**src/sv/lsga_pkg.sv**
```systemverilog
`timescale 1ns / 1ps

package lsga_pkg;

    // Field widths of the command and result beats
    localparam int IDX_W        = 4;
    localparam int BYTES_W      = 12;
    localparam int DEST_W       = 4;
    localparam int SERVED_W     = 32;
    localparam int OPCODE_W     = 2;
    localparam int S_TDATA_W    = 24;
    localparam int M_TDATA_W    = 24;

    // Default table size and the reset value of the active slave count
    localparam int MAX_SLAVES_DEF    = 14;
    localparam int ACTIVE_RESET      = 14;

    // Operation codes carried in tuser
    typedef enum logic [OPCODE_W-1:0] {
        OP_CLR_REQ = 2'd0,
        OP_RECORD  = 2'd1,
        OP_GRANT   = 2'd2,
        OP_CLR_ALL = 2'd3
    } t_opcode;

    // Running best candidate passed from cell to cell during a scan
    typedef struct packed {
        logic                found;
        logic [SERVED_W-1:0] served;
        logic [IDX_W-1:0]    idx;     // zero-based cell number
        logic [BYTES_W-1:0]  size;
        logic [DEST_W-1:0]   dest;
    } t_cand;

    // Table update broadcast to all cells
    typedef struct packed {
        logic               clr_req;
        logic               clr_tot;
        logic               rec_en;
        logic               upd_en;
        logic [IDX_W-1:0]   sel;      // zero-based cell number
        logic [BYTES_W-1:0] bytes;
        logic [DEST_W-1:0]  dest;
    } t_cell_cmd;

endpackage

```
**src/sv/lsga_cell.sv**
```systemverilog
`timescale 1ns / 1ps

module lsga_cell import lsga_pkg::*; #(
    parameter int CELL_ID = 0
) (
    input  logic      i_clk,
    input  logic      i_rst_n,
    input  t_cell_cmd i_cmd,
    input  logic      i_tok,
    input  t_cand     i_cand,
    output logic      o_tok,
    output t_cand     o_cand,
    output logic      o_pending
);

    logic                r_flag;
    logic [SERVED_W-1:0] r_served;
    logic [BYTES_W-1:0]  r_size;
    logic [DEST_W-1:0]   r_dest;
    logic                r_tok;
    t_cand               r_cand;

    logic                w_hit;
    logic [SERVED_W:0]   w_sum;
    logic                w_take_own;
    t_cand               w_own;

    assign w_hit = (i_cmd.sel == IDX_W'(CELL_ID));

    // saturating total update
    assign w_sum = {1'b0, r_served} + (SERVED_W + 1)'(r_size);

    // table entry
    always_ff @(posedge i_clk) begin
        if (!i_rst_n) begin
            r_flag   <= 1'b0;
            r_served <= '0;
        end else begin
            if (i_cmd.clr_req) begin
                r_flag <= 1'b0;
            end
            if (i_cmd.clr_tot) begin
                r_served <= '0;
            end
            if (i_cmd.rec_en && w_hit) begin
                r_flag <= 1'b1;
            end
            if (i_cmd.upd_en && w_hit) begin
                r_flag   <= 1'b0;
                r_served <= w_sum[SERVED_W] ? '1 : w_sum[SERVED_W-1:0];
            end
        end
    end

    always_ff @(posedge i_clk) begin
        if (i_cmd.rec_en && w_hit) begin
            r_size <= i_cmd.bytes;
            r_dest <= i_cmd.dest;
        end
    end

    // scan step: keep the incoming candidate unless this entry pends and is strictly less served, or none was found yet
    always_comb begin
        w_own.found  = 1'b1;
        w_own.served = r_served;
        w_own.idx    = IDX_W'(CELL_ID);
        w_own.size   = r_size;
        w_own.dest   = r_dest;
    end

    assign w_take_own = r_flag && (!i_cand.found || (r_served < i_cand.served));

    always_ff @(posedge i_clk) begin
        if (!i_rst_n) begin
            r_tok <= 1'b0;
        end else begin
            r_tok <= i_tok;
        end
    end

    always_ff @(posedge i_clk) begin
        if (i_tok) begin
            r_cand <= w_take_own ? w_own : i_cand;
        end
    end

    assign o_tok     = r_tok;
    assign o_cand    = r_cand;
    assign o_pending = r_flag;

endmodule

```
**src/sv/least_served_grant_arbiter_core.sv**
```systemverilog
`timescale 1ns / 1ps
// Least-served-first grant arbiter.
// Command beats arrive on the s_axis channel: tuser holds the operation
// (clear requests, record, grant, clear requests and totals), tdata the
// slave index, byte count and destination. Every command beat yields exactly
// one result beat on the m_axis channel.
// Clear and record commands finish in the cycle they are accepted; their
// result is registered and shows in the cycle after. A grant walks a token
// down the row of MAX_SLAVES slave cells, one cell per cycle, each cell
// comparing its total against the best so far; once the token leaves the
// last cell the winner is loaded into the output register when it is free,
// and the block returns to idle to take the next command.
// A write on the configuration port sets the number of active slaves
// (saturated to MAX_SLAVES) and drops all requests and totals; the user
// must do it only while the block is idle, the block itself does not enforce it.
// Reset drops all requests, zeroes all totals and sets the active count to 14
// (or MAX_SLAVES if smaller). While m_axis is stalled the result holds in the
// output register; one more command may be accepted if the output frees in
// the same cycle, otherwise s_axis tready stays low.

module least_served_grant_arbiter_core import lsga_pkg::*; #(
    parameter int MAX_SLAVES = MAX_SLAVES_DEF
) (
    input  logic                 i_clk,
    input  logic                 i_rst_n,
    // configuration
    input  logic                 i_cfg_we,
    input  logic [IDX_W-1:0]     i_cfg_wdata,      // active_slaves
    // command channel
    input  logic                 i_s_axis_tvalid,
    output logic                 o_s_axis_tready,
    input  logic [S_TDATA_W-1:0] i_s_axis_tdata,   // slave_index[3:0], request_bytes[15:4],
                                                   // request_dest[19:16], zero[23:20]
    input  logic [OPCODE_W-1:0]  i_s_axis_tuser,   // opcode[1:0]
    // result channel
    output logic                 o_m_axis_tvalid,
    input  logic                 i_m_axis_tready,
    output logic [M_TDATA_W-1:0] o_m_axis_tdata    // granted[0], grant_slave[4:1],
                                                   // grant_bytes[16:5], grant_dest[20:17],
                                                   // any_pending[21], bad_index[22], zero[23]
);

    typedef enum logic [2:0] {
        ST_IDLE = 3'b001,
        ST_SCAN = 3'b010,
        ST_DONE = 3'b100
    } t_state;

    t_state             r_state, n_state;
    logic [IDX_W-1:0]   r_active;
    logic               r_out_valid;
    logic [M_TDATA_W-1:0] r_out_data, n_out_data;

    t_opcode            w_op;
    logic [IDX_W-1:0]   w_idx;
    logic [BYTES_W-1:0] w_bytes;
    logic [DEST_W-1:0]  w_dest;
    logic               w_out_free;
    logic               w_accept;
    logic               w_rec_ok;
    logic               w_bad;
    logic               w_load;
    logic               w_finish;
    t_cell_cmd          w_cmd;

    logic [MAX_SLAVES-1:0] w_tok;
    logic [MAX_SLAVES-1:0] w_pend;
    logic [MAX_SLAVES-1:0] w_pend_left;
    t_cand                 w_cand [MAX_SLAVES];
    t_cand                 w_cand_in0;
    t_cand                 w_win;

    // beat fields
    assign w_op    = t_opcode'(i_s_axis_tuser);
    assign w_idx   = i_s_axis_tdata[IDX_W-1:0];
    assign w_bytes = i_s_axis_tdata[IDX_W +: BYTES_W];
    assign w_dest  = i_s_axis_tdata[IDX_W+BYTES_W +: DEST_W];

    assign w_out_free      = !r_out_valid || i_m_axis_tready;
    assign o_s_axis_tready = (r_state == ST_IDLE) && w_out_free;
    assign w_accept        = i_s_axis_tvalid && o_s_axis_tready;

    assign w_rec_ok = (w_idx != '0) && (w_idx <= r_active);
    assign w_bad    = !w_rec_ok;

    assign w_win    = w_cand[MAX_SLAVES-1];
    assign w_finish = (r_state == ST_DONE) && w_out_free;

    // broadcast table command
    always_comb begin
        w_cmd.clr_req = i_cfg_we;
        w_cmd.clr_tot = i_cfg_we;
        w_cmd.rec_en  = 1'b0;
        w_cmd.upd_en  = 1'b0;
        w_cmd.sel     = w_idx - IDX_W'(1);
        w_cmd.bytes   = w_bytes;
        w_cmd.dest    = w_dest;
        if (w_finish) begin
            w_cmd.upd_en = w_win.found;
            w_cmd.sel    = w_win.idx;
        end else if (w_accept) begin
            unique case (w_op)
                OP_CLR_REQ: w_cmd.clr_req = 1'b1;
                OP_CLR_ALL: begin
                    w_cmd.clr_req = 1'b1;
                    w_cmd.clr_tot = 1'b1;
                end
                OP_RECORD:  w_cmd.rec_en = w_rec_ok && (w_bytes != '0);
                OP_GRANT:   w_cmd.rec_en = 1'b0;
                default:    w_cmd.rec_en = 1'b0;
            endcase
        end
    end

    // row of slave cells
    always_comb begin
        w_cand_in0        = '0;
        w_cand_in0.found  = 1'b0;
    end

    genvar gk;
    generate
        for (gk = 0; gk < MAX_SLAVES; gk++) begin : g_cell
            if (gk == 0) begin : g_first
                lsga_cell #(.CELL_ID(gk)) u_cell (
                    .i_clk     (i_clk),
                    .i_rst_n   (i_rst_n),
                    .i_cmd     (w_cmd),
                    .i_tok     (w_accept && (w_op == OP_GRANT)),
                    .i_cand    (w_cand_in0),
                    .o_tok     (w_tok[gk]),
                    .o_cand    (w_cand[gk]),
                    .o_pending (w_pend[gk])
                );
            end else begin : g_next
                lsga_cell #(.CELL_ID(gk)) u_cell (
                    .i_clk     (i_clk),
                    .i_rst_n   (i_rst_n),
                    .i_cmd     (w_cmd),
                    .i_tok     (w_tok[gk-1]),
                    .i_cand    (w_cand[gk-1]),
                    .o_tok     (w_tok[gk]),
                    .o_cand    (w_cand[gk]),
                    .o_pending (w_pend[gk])
                );
            end
            assign w_pend_left[gk] = w_pend[gk] &&
                                     !(w_win.found && (w_win.idx == IDX_W'(gk)));
        end
    endgenerate

    // sequencer
    always_comb begin
        n_state = r_state;
        unique case (r_state)
            ST_IDLE: if (w_accept && (w_op == OP_GRANT)) n_state = ST_SCAN;
            ST_SCAN: if (w_tok[MAX_SLAVES-1]) n_state = ST_DONE;
            ST_DONE: if (w_out_free) n_state = ST_IDLE;
            default: n_state = ST_IDLE;
        endcase
    end

    // result word
    always_comb begin
        n_out_data = '0;
        w_load     = 1'b0;
        if (w_finish) begin
            w_load = 1'b1;
            if (w_win.found) begin
                n_out_data[0]     = 1'b1;
                n_out_data[4:1]   = w_win.idx + IDX_W'(1);
                n_out_data[16:5]  = w_win.size;
                n_out_data[20:17] = w_win.dest;
            end
            n_out_data[21] = |w_pend_left;
        end else if (w_accept) begin
            unique case (w_op)
                OP_CLR_REQ, OP_CLR_ALL: begin
                    w_load         = 1'b1;
                    n_out_data[21] = 1'b0;
                end
                OP_RECORD: begin
                    w_load         = 1'b1;
                    n_out_data[21] = (|w_pend) || (w_rec_ok && (w_bytes != '0));
                    n_out_data[22] = w_bad;
                end
                OP_GRANT:  w_load = 1'b0;
                default:   w_load = 1'b0;
            endcase
        end
    end

    always_ff @(posedge i_clk) begin
        if (!i_rst_n) begin
            r_state     <= ST_IDLE;
            r_out_valid <= 1'b0;
            r_active    <= (MAX_SLAVES < ACTIVE_RESET) ? IDX_W'(MAX_SLAVES)
                                                       : IDX_W'(ACTIVE_RESET);
        end else begin
            r_state <= n_state;
            if (w_load) begin
                r_out_valid <= 1'b1;
            end else if (i_m_axis_tready) begin
                r_out_valid <= 1'b0;
            end
            if (i_cfg_we) begin
                r_active <= (i_cfg_wdata > IDX_W'(MAX_SLAVES)) ? IDX_W'(MAX_SLAVES)
                                                               : i_cfg_wdata;
            end
        end
    end

    always_ff @(posedge i_clk) begin
        if (w_load) begin
            r_out_data <= n_out_data;
        end
    end

    assign o_m_axis_tvalid = r_out_valid;
    assign o_m_axis_tdata  = r_out_data;

    // at most one scan token in the row
    a_one_token: assert property (@(posedge i_clk) disable iff (!i_rst_n)
        $onehot0(w_tok))
        else $error("more than one scan token in the cell row");

    // a configuration write leaves nothing pending
    a_cfg_clears: assert property (@(posedge i_clk) disable iff (!i_rst_n)
        i_cfg_we |=> (w_pend == '0))
        else $error("requests survive a configuration write");

    // a grant carries a nonzero byte count
    a_grant_bytes: assert property (@(posedge i_clk) disable iff (!i_rst_n)
        (o_m_axis_tvalid && o_m_axis_tdata[0]) |-> (o_m_axis_tdata[16:5] != '0))
        else $error("grant with zero bytes");

    // no commands taken while a scan runs
    a_scan_busy: assert property (@(posedge i_clk) disable iff (!i_rst_n)
        (w_tok != '0) |-> !o_s_axis_tready)
        else $error("command accepted during a scan");

endmodule

```
**config.mk**
```make
export PLATFORM = sky130hd
export DESIGN_NAME = least_served_grant_arbiter_core
export DESIGN_NICKNAME = d
export VERILOG_FILES = /design/src/sv/lsga_pkg.sv /design/src/sv/lsga_cell.sv /design/src/sv/least_served_grant_arbiter_core.sv
export SDC_FILE = /design/constraint.sdc
export NUM_CORES = 2
export LEC_CHECK = 0
export BUFFER_PORTS_ARGS = -buffer_cell sky130_fd_sc_hd__buf_2
export CAP_MARGIN = 40
export CORE_MARGIN = 1
export CORE_UTILIZATION = 40
export DETAILED_ROUTE_END_ITERATION = 10
export PLACE_DENSITY_LB_ADDON = 0.05
export SETUP_SLACK_MARGIN = 0.4
export SKIP_CTS_REPAIR_TIMING = 1
export SYNTH_ARGS = -nofsm -noshare
export SYNTH_HDL_FRONTEND = slang
export SYNTH_SLANG_ARGS = --single-unit
```
**constraint.sdc**
```tcl
create_clock -name i_clk -period 10 [get_ports i_clk]
set_clock_uncertainty 0.15 [all_clocks]
set_input_delay 0.5 -clock i_clk [delete_from_list [all_inputs] [get_ports i_clk]]
set_output_delay 0.5 -clock i_clk [all_outputs]
set_load 0.005 [all_outputs]
```
* Word-level counts from Yosys, hierarchy flattened
Cells that the tools add are included.
Word-level totals: word-level logic and storage cells 467, register bits after elaboration 1441, input bits 35
Cells by class: reductions and logical operators 174, bitwise gates (word level) 3, magnitude comparators 15, multiplexer cells 78, eq/ne operators 35, $add $sub $neg 16
Operator list (number):
- $mux 32 | 29
- $mux 52 | 12
- $add 32x12->33 | 14
- $lt 32x32->1 | 13
- $logic_and 1x1->1 | 75
- $reduce_bool 2->1 | 29
- $mux 53 | 1
- $eq 4x4->1 const B | 12
- $eq 4x3->1 const B | 8
- $reduce_or 2->1 | 15
- $logic_not 1->1 | 29
- $reduce_or 14->1 | 2
- $mux 1 | 26
- $eq 4x2->1 const B | 4
- $mux 16 | 1
- $logic_or 1x1->1 | 15
- $mux 3 | 5
- $reduce_bool 12->1 | 1
- $pmux 3 s3 | 1
- $eq 4x1->1 const B | 2
- $logic_not 4->1 | 2
- $reduce_or 3->1 | 2
- $mux 5 | 1
- $add 4x1->4 const B | 1
- 17 further kinds | 21

* Longest topological paths before layout
depth in word-level cells 8, gate-level depth with buffers 13, mapped depth without buffers 10

* Hierarchy
A second synthesis with hierarchy kept.
Second synthesis, totals: cell total of the unflattened synthesis 7719, area total of the unflattened synthesis 84372.2 µm²
By module, submodules not included:
- lsga_cell at g_cell[10].g_next.u_cell ... | sequential area each 2752.6 µm², area each 5761.8 µm², times used 4, cells each 517
- lsga_cell at g_cell[4].g_next.u_cell ... | sequential area each 2752.6 µm², area each 5973.2 µm², times used 2, cells each 549
- lsga_cell at g_cell[12].g_next.u_cell ... | sequential area each 2752.6 µm², area each 5960.7 µm², times used 2, cells each 549
- lsga_cell at g_cell[11].g_next.u_cell ... | sequential area each 2752.6 µm², area each 5947.0 µm², times used 2, cells each 548
- lsga_cell at g_cell[1].g_next.u_cell | sequential area each 2752.6 µm², area each 5957.0 µm², times used 1, cells each 551
- lsga_cell at g_cell[2].g_next.u_cell | sequential area each 2752.6 µm², area each 5953.2 µm², times used 1, cells each 548
- lsga_cell at g_cell[0].g_first.u_cell | sequential area each 2752.6 µm², area each 5923.2 µm², times used 1, cells each 542
- lsga_cell at g_cell[13].g_next.u_cell | sequential area each 2752.6 µm², area each 5923.2 µm², times used 1, cells each 543
- least_served_grant_arbiter_core | sequential area each 850.8 µm², area each 1806.7 µm², times used 1, cells each 175

* Worst setup path after synthesis
No wires, ideal clock.
path type input-to-reg, from input port i_m_axis_tready, to register r_out_data[0] (netlist: o_m_axis_tdata[0]) (enable), cell stages on the path 5, path slack 6605 ps, data arrival time 2807 ps, required time 9413 ps, path through nand2b_1 and3_1 clkbuf_1 inv_1 o21ai_0
Between the ends: longest elaborated chain between the ends 5, elaborated cells on any way between the ends 6, classes of those cells mux: 2; reduce/logical: 4
RTL lines:
- start, declared | line least_served_grant_arbiter_core.sv:37 | input logic i_m_axis_tready,
- $logic_or 1x1->1 * | line least_served_grant_arbiter_core.sv:79 | assign w_out_free = !r_out_valid || i_m_axis_tready;
- $logic_and 1x1->1 | line least_served_grant_arbiter_core.sv:80 | assign o_s_axis_tready = (r_state == ST_IDLE) && w_out_free;
- $logic_and 1x1->1 | line least_served_grant_arbiter_core.sv:81 | assign w_accept = i_s_axis_tvalid && o_s_axis_tready;
- $mux 1 | line least_served_grant_arbiter_core.sv:176 | end else if (w_accept) begin
- $mux 1 * | line least_served_grant_arbiter_core.sv:167 | if (w_finish) begin
- named net w_load | line least_served_grant_arbiter_core.sv:62 | logic w_load;
- end signal, assigned | line least_served_grant_arbiter_core.sv:215 | r_out_data <= n_out_data;
- end, declared | line least_served_grant_arbiter_core.sv:52 | logic [M_TDATA_W-1:0] r_out_data, n_out_data;
The timed path passes the listed nets; every way through them passes the cells marked *. A chain may end at the register's enable or synchronous reset.

* Worst setup path after layout
from register g_cell[4].g_next.u_cell.r_cand, in the netlist g_cell[4].g_next.u_cell.o_cand[21], to register g_cell[5].g_next.u_cell.r_cand, in the netlist g_cell[5].g_next.u_cell.o_cand[7] (data pin)
Between the ends: longest elaborated chain between the ends 4
RTL lines:
- start, declared | line lsga_cell.sv:21 | t_cand r_cand;
- start signal, assigned | line lsga_cell.sv:83 | r_cand <= w_take_own ? w_own : i_cand;
- $lt 32x32->1 | line lsga_cell.sv:71 | assign w_take_own = r_flag && (!i_cand.found || (r_served < i_cand.served));
- $logic_or 1x1->1 | line lsga_cell.sv:71
- $logic_and 1x1->1 | line lsga_cell.sv:71
- $mux 52 | line lsga_cell.sv:83
- end signal, assigned | line lsga_cell.sv:83
- end, declared | line lsga_cell.sv:21
No other way between the ends.

==> qor.txt <==
max-slew violations - 0
DP HPWL - 158 mm
remaining number of nets flagged by the antenna check after routing - 0
IO Count - 61
last weighted congestion value of the routability-driven placer - 0.865
worst-path cell chain - inv_1 -> ha_1 -> a2111oi_0 -> o41ai_1 -> o22ai_1 -> o21ai_1 -> a2111oi_1 -> o41ai_4 -> buf_4 -> mux2_2
core outline area - 0.190 mm²
total CTS buffers - 168
area of the mapped netlist - 0.0765 mm²
clock tree from TritonCTS - yes
die area - 0.193 mm²
WP data arrival - 4.60 ns
number of buffers and inverters on the critical path - 2
number of placement rows - 160
clock-pin transition on the worst setup and hold timing paths - 0.06 ns
routed wire length - 218 mm
longest individual stage delay on the worst path - 0.80 ns
number of cells on the worst reg-to-reg path - 10
Syn Inst Count - 7,021
dpl cell area - 0.0801 mm²
synthesized area per cell - 10.9 µm²
pin count of the biggest net entering global routing - 80
cell area after layout - 0.0858 mm²
post-synthesis to final-layout area growth - 12.2%
CP max-delay cell - a2111oi_1
layout cells sized above 1 - 14.7%
number of warning messages in the yosys log - 0
Clock Sink Count - 1,426
type of the setup path with the least slack - reg2reg
RSZ-0062 raised after global routing - no
Distinct cells, synth - 96
FILL cells - 17,664
start point of the worst min-delay path - i_cfg_we
library cell occupying the most area in the post-synthesis netlist - edfxtp_1
highest ir drop seen on vdd - 0.156 mV
average wire per cell in the routed design - 22.3 µm
period utilisation layout - 42.1%
Starting Density - 40.3%
headroom to the max-slew limit - 38.2%
slew at the pin with the worst max-slew slack - 0.920 ns
total global-route track usage - 22.4%
maximum fanout encountered on the critical timing path - 51
worst-case register-to-register setup slack - 5.79 ns
final layout net count - 7,757
footprint of the multi-input gates - 0.0355 mm²
DRC errors left - 0
final-layout setup total negative slack - 0 ns
count of cell instances traversed by the critical path - 10
cell family contributing the most delay on the critical path - compound AO/OA/AOI/OAI gates
IO buf count - 55
worst-case hold slack - 0.0329 ns
critical path required time - 10.39 ns
final setup violating endpoints - 0
status - finished, final reports clean
static power due to leakage - 34.1 nW
cell types with the largest area share after synthesis - edfxtp_1 (37%), dfxtp_1 (13%), ha_1 (9.5%), mux2_2 (7.8%), a21oi_1 (3.3%)
number of max-cap violations - 0
vias in the first global route - 53,980
global-route wire length before repair - 333 mm
die width - 439 µm
H-tree depth reported by CTS - 4
DR vias - 54,939
Worst Hold Path EP - r_active[0]
mean number of vias per cell - 5.61
maximum clock path buffer count - 3
endpoint of the most critical register-to-register path - g_cell[5].g_next.u_cell.o_cand[7]
count of TritonRoute iterations in the first routing pass - 5
commonest non-fill, non-tap cell in the layout - edfxtp_1
Seq. cell area - 0.0380 mm²
area fraction of the dominant cell type after synthesis - 37.0%
power density of the placed cells - 149 mW/mm²
Util after Layout - 45.2%
sequential-to-total area share from yosys stat - 49.7%
number of violations reported at the end of detailed-routing iteration 0 - 3,717
Final Hold Vio Count - 0
crit path time final - 4.21 ns
root buffer selected by CTS - clkbuf_16
depth of the worst hold-timing path - 3
most frequently used flop master after synthesis - edfxtp_1
top achievable clock speed - 0.238 GHz
Tightest Hold Check Type - in2reg
flip-flop and latch count after synthesis - 1,426
Die Y-Extent - 439 µm
clock insertion delay at the later pin of the skew report - 0.81 ns
startpoint type of the worst setup path - register
Reg-to-Reg Start - g_cell[4].g_next.u_cell.o_cand[21]
leading cell types in the layout, fill and taps excluded - edfxtp_1 (942), ha_1 (583), inv_1 (532)
initial antenna violation count - 5
total gr overflow - 0
number of enable-type register cells in the synthesized netlist - 942
post-synth net total - 7,653
Worst Setup End Kind - register
proportion of register bits with asynchronous set or reset after synthesis - 0%
[per-stage QoR]
| stage | total power (W) | std cells | setup WS (ns) |
|---|---|---|---|
| 3_3_place_gp | 0.00666 | 9427 | 5.48 |
| 5_1_grt | 0.0132 | 9784 | 5.57 |
| 2_1_floorplan | 0.00652 | 7021 | 6.61 |
| 4_1_cts | 0.0129 | 9767 | 5.65 |
| 3_5_place_dp | 0.00666 | 9450 | 5.66 |
| 6_report | 0.0128 | 9786 | 5.79 |
[synth_stat cells, drive strengths merged (17+ instances only)]
cell,instances
o21a,55
nand3,236
a2111oi,17
a41oi,36
and3,82
nor2,327
edfxtp,942
a21o,166
and2,127
nand4,98
xor2,61
nor2b,45
o311ai,17
clkbuf,192
dfxtp,484
o21bai,23
a22oi,18
mux2,530
a31oi,119
or3,36
o21ai,442
o31a,18
nor4,34
o31ai,23
or2,32
a211oi,52
nor3,177
a311oi,90
buf,73
nand2,343
nand2b,47
o211ai,34
a22o,35
o22ai,17
mux2i,77
xnor2,78
inv,534
and4,23
a21oi,512
ha,583
[area by class of cell]
cell class,instances,area share [%]
antenna,3,0.00875
clock buffer,234,5.50
clock inverter,83,1.00
inverter,534,2.34
multi-input combinational,4796,41.4
sequential,1426,44.3
tap,2511,3.66
timing repair buffer,199,1.78
[worst max-delay path by stage]
stage | start | end | slack [ns]
after global routing | g_cell[4].g_next.u_cell.o_cand[21] | g_cell[5].g_next.u_cell.o_cand[10] | 5.57
after global placement | g_cell[8].g_next.u_cell.r_size[0] | g_cell[8].g_next.u_cell.r_served[20] | 5.48
after floorplan | i_m_axis_tready | o_m_axis_tdata[0] | 6.61
final | g_cell[4].g_next.u_cell.o_cand[21] | g_cell[5].g_next.u_cell.o_cand[7] | 5.79
after CTS | g_cell[4].g_next.u_cell.o_cand[21] | g_cell[5].g_next.u_cell.o_cand[7] | 5.65
after detailed placement | g_cell[5].g_next.u_cell.r_served[1] | g_cell[5].g_next.u_cell.o_cand[7] | 5.66
[sequential cells by signal (all words and copies together), names as in the netlist]
register and flops:
g_cell.g_next.u_cell.r_dest 52, g_cell.g_first.u_cell.r_served 32, o_m_axis_tvalid 1, g_cell.g_next.u_cell.r_size 156
g_cell.g_next.u_cell.o_cand 646, o_m_axis_tdata 23, g_cell.g_first.u_cell.o_tok 1, r_state 3
g_cell.g_first.u_cell.r_dest 4, r_active 4, g_cell.g_first.u_cell.o_cand 49, g_cell.g_next.u_cell.o_pending 13
g_cell.g_next.u_cell.o_tok 13, g_cell.g_first.u_cell.r_size 12, g_cell.g_first.u_cell.o_pending 1, g_cell.g_next.u_cell.r_served 416
[per-layer routing]
metal | GRT usage [%] | vias up | share of wire (%) | wire, µm
met2 | 39.2 | 1111 | 50 | 109000
met4 | 6.70 | 0 | 2.7 | 5980
met3 | 2.55 | 286 | 3.3 | 7220
met1 | 28.8 | 26893 | 44 | 95800
met5 | 0 | - | 0 | 0
li1 | - | 26649 | - | -
[worst register-to-register path, cell delays in order (launching register included)]
cell and delay (ns):
edfxtp_1 0.39, inv_1 0.08, ha_1 0.22, a2111oi_0 0.62
o41ai_1 0.21, o22ai_1 0.32, o21ai_1 0.15, a2111oi_1 0.80
o41ai_4 0.13, buf_4 0.37, mux2_2 0.49
[where the power goes]
| group | internal (W) | total [W] | switching (W) |
|---|---|---|---|
| logic | 0.0000684 | 0.000264 | 0.000196 |
| clock network | 0.00371 | 0.00625 | 0.00254 |
| registers | 0.00626 | 0.00627 | 0.0000136 |
[logic make-up after synthesis]
| logic type | Yosys count | share of synthesized area [%] |
|---|---|---|
| AND/OR/NAND/NOR | 1655 | 11.0 |
| AO/OA/AOI/OAI | 1797 | 15.0 |
| XOR/XNOR | 139 | 1.59 |
| adder cells (fa/ha/maj) | 597 | 9.91 |
| buffers and inverters | 799 | 4.05 |
| multiplexers | 607 | 8.81 |
| other | 1 | 0.00490 |
| flip-flops | 1426 | 49.7 |
Note: power is estimated with default switching activity, not from simulation.
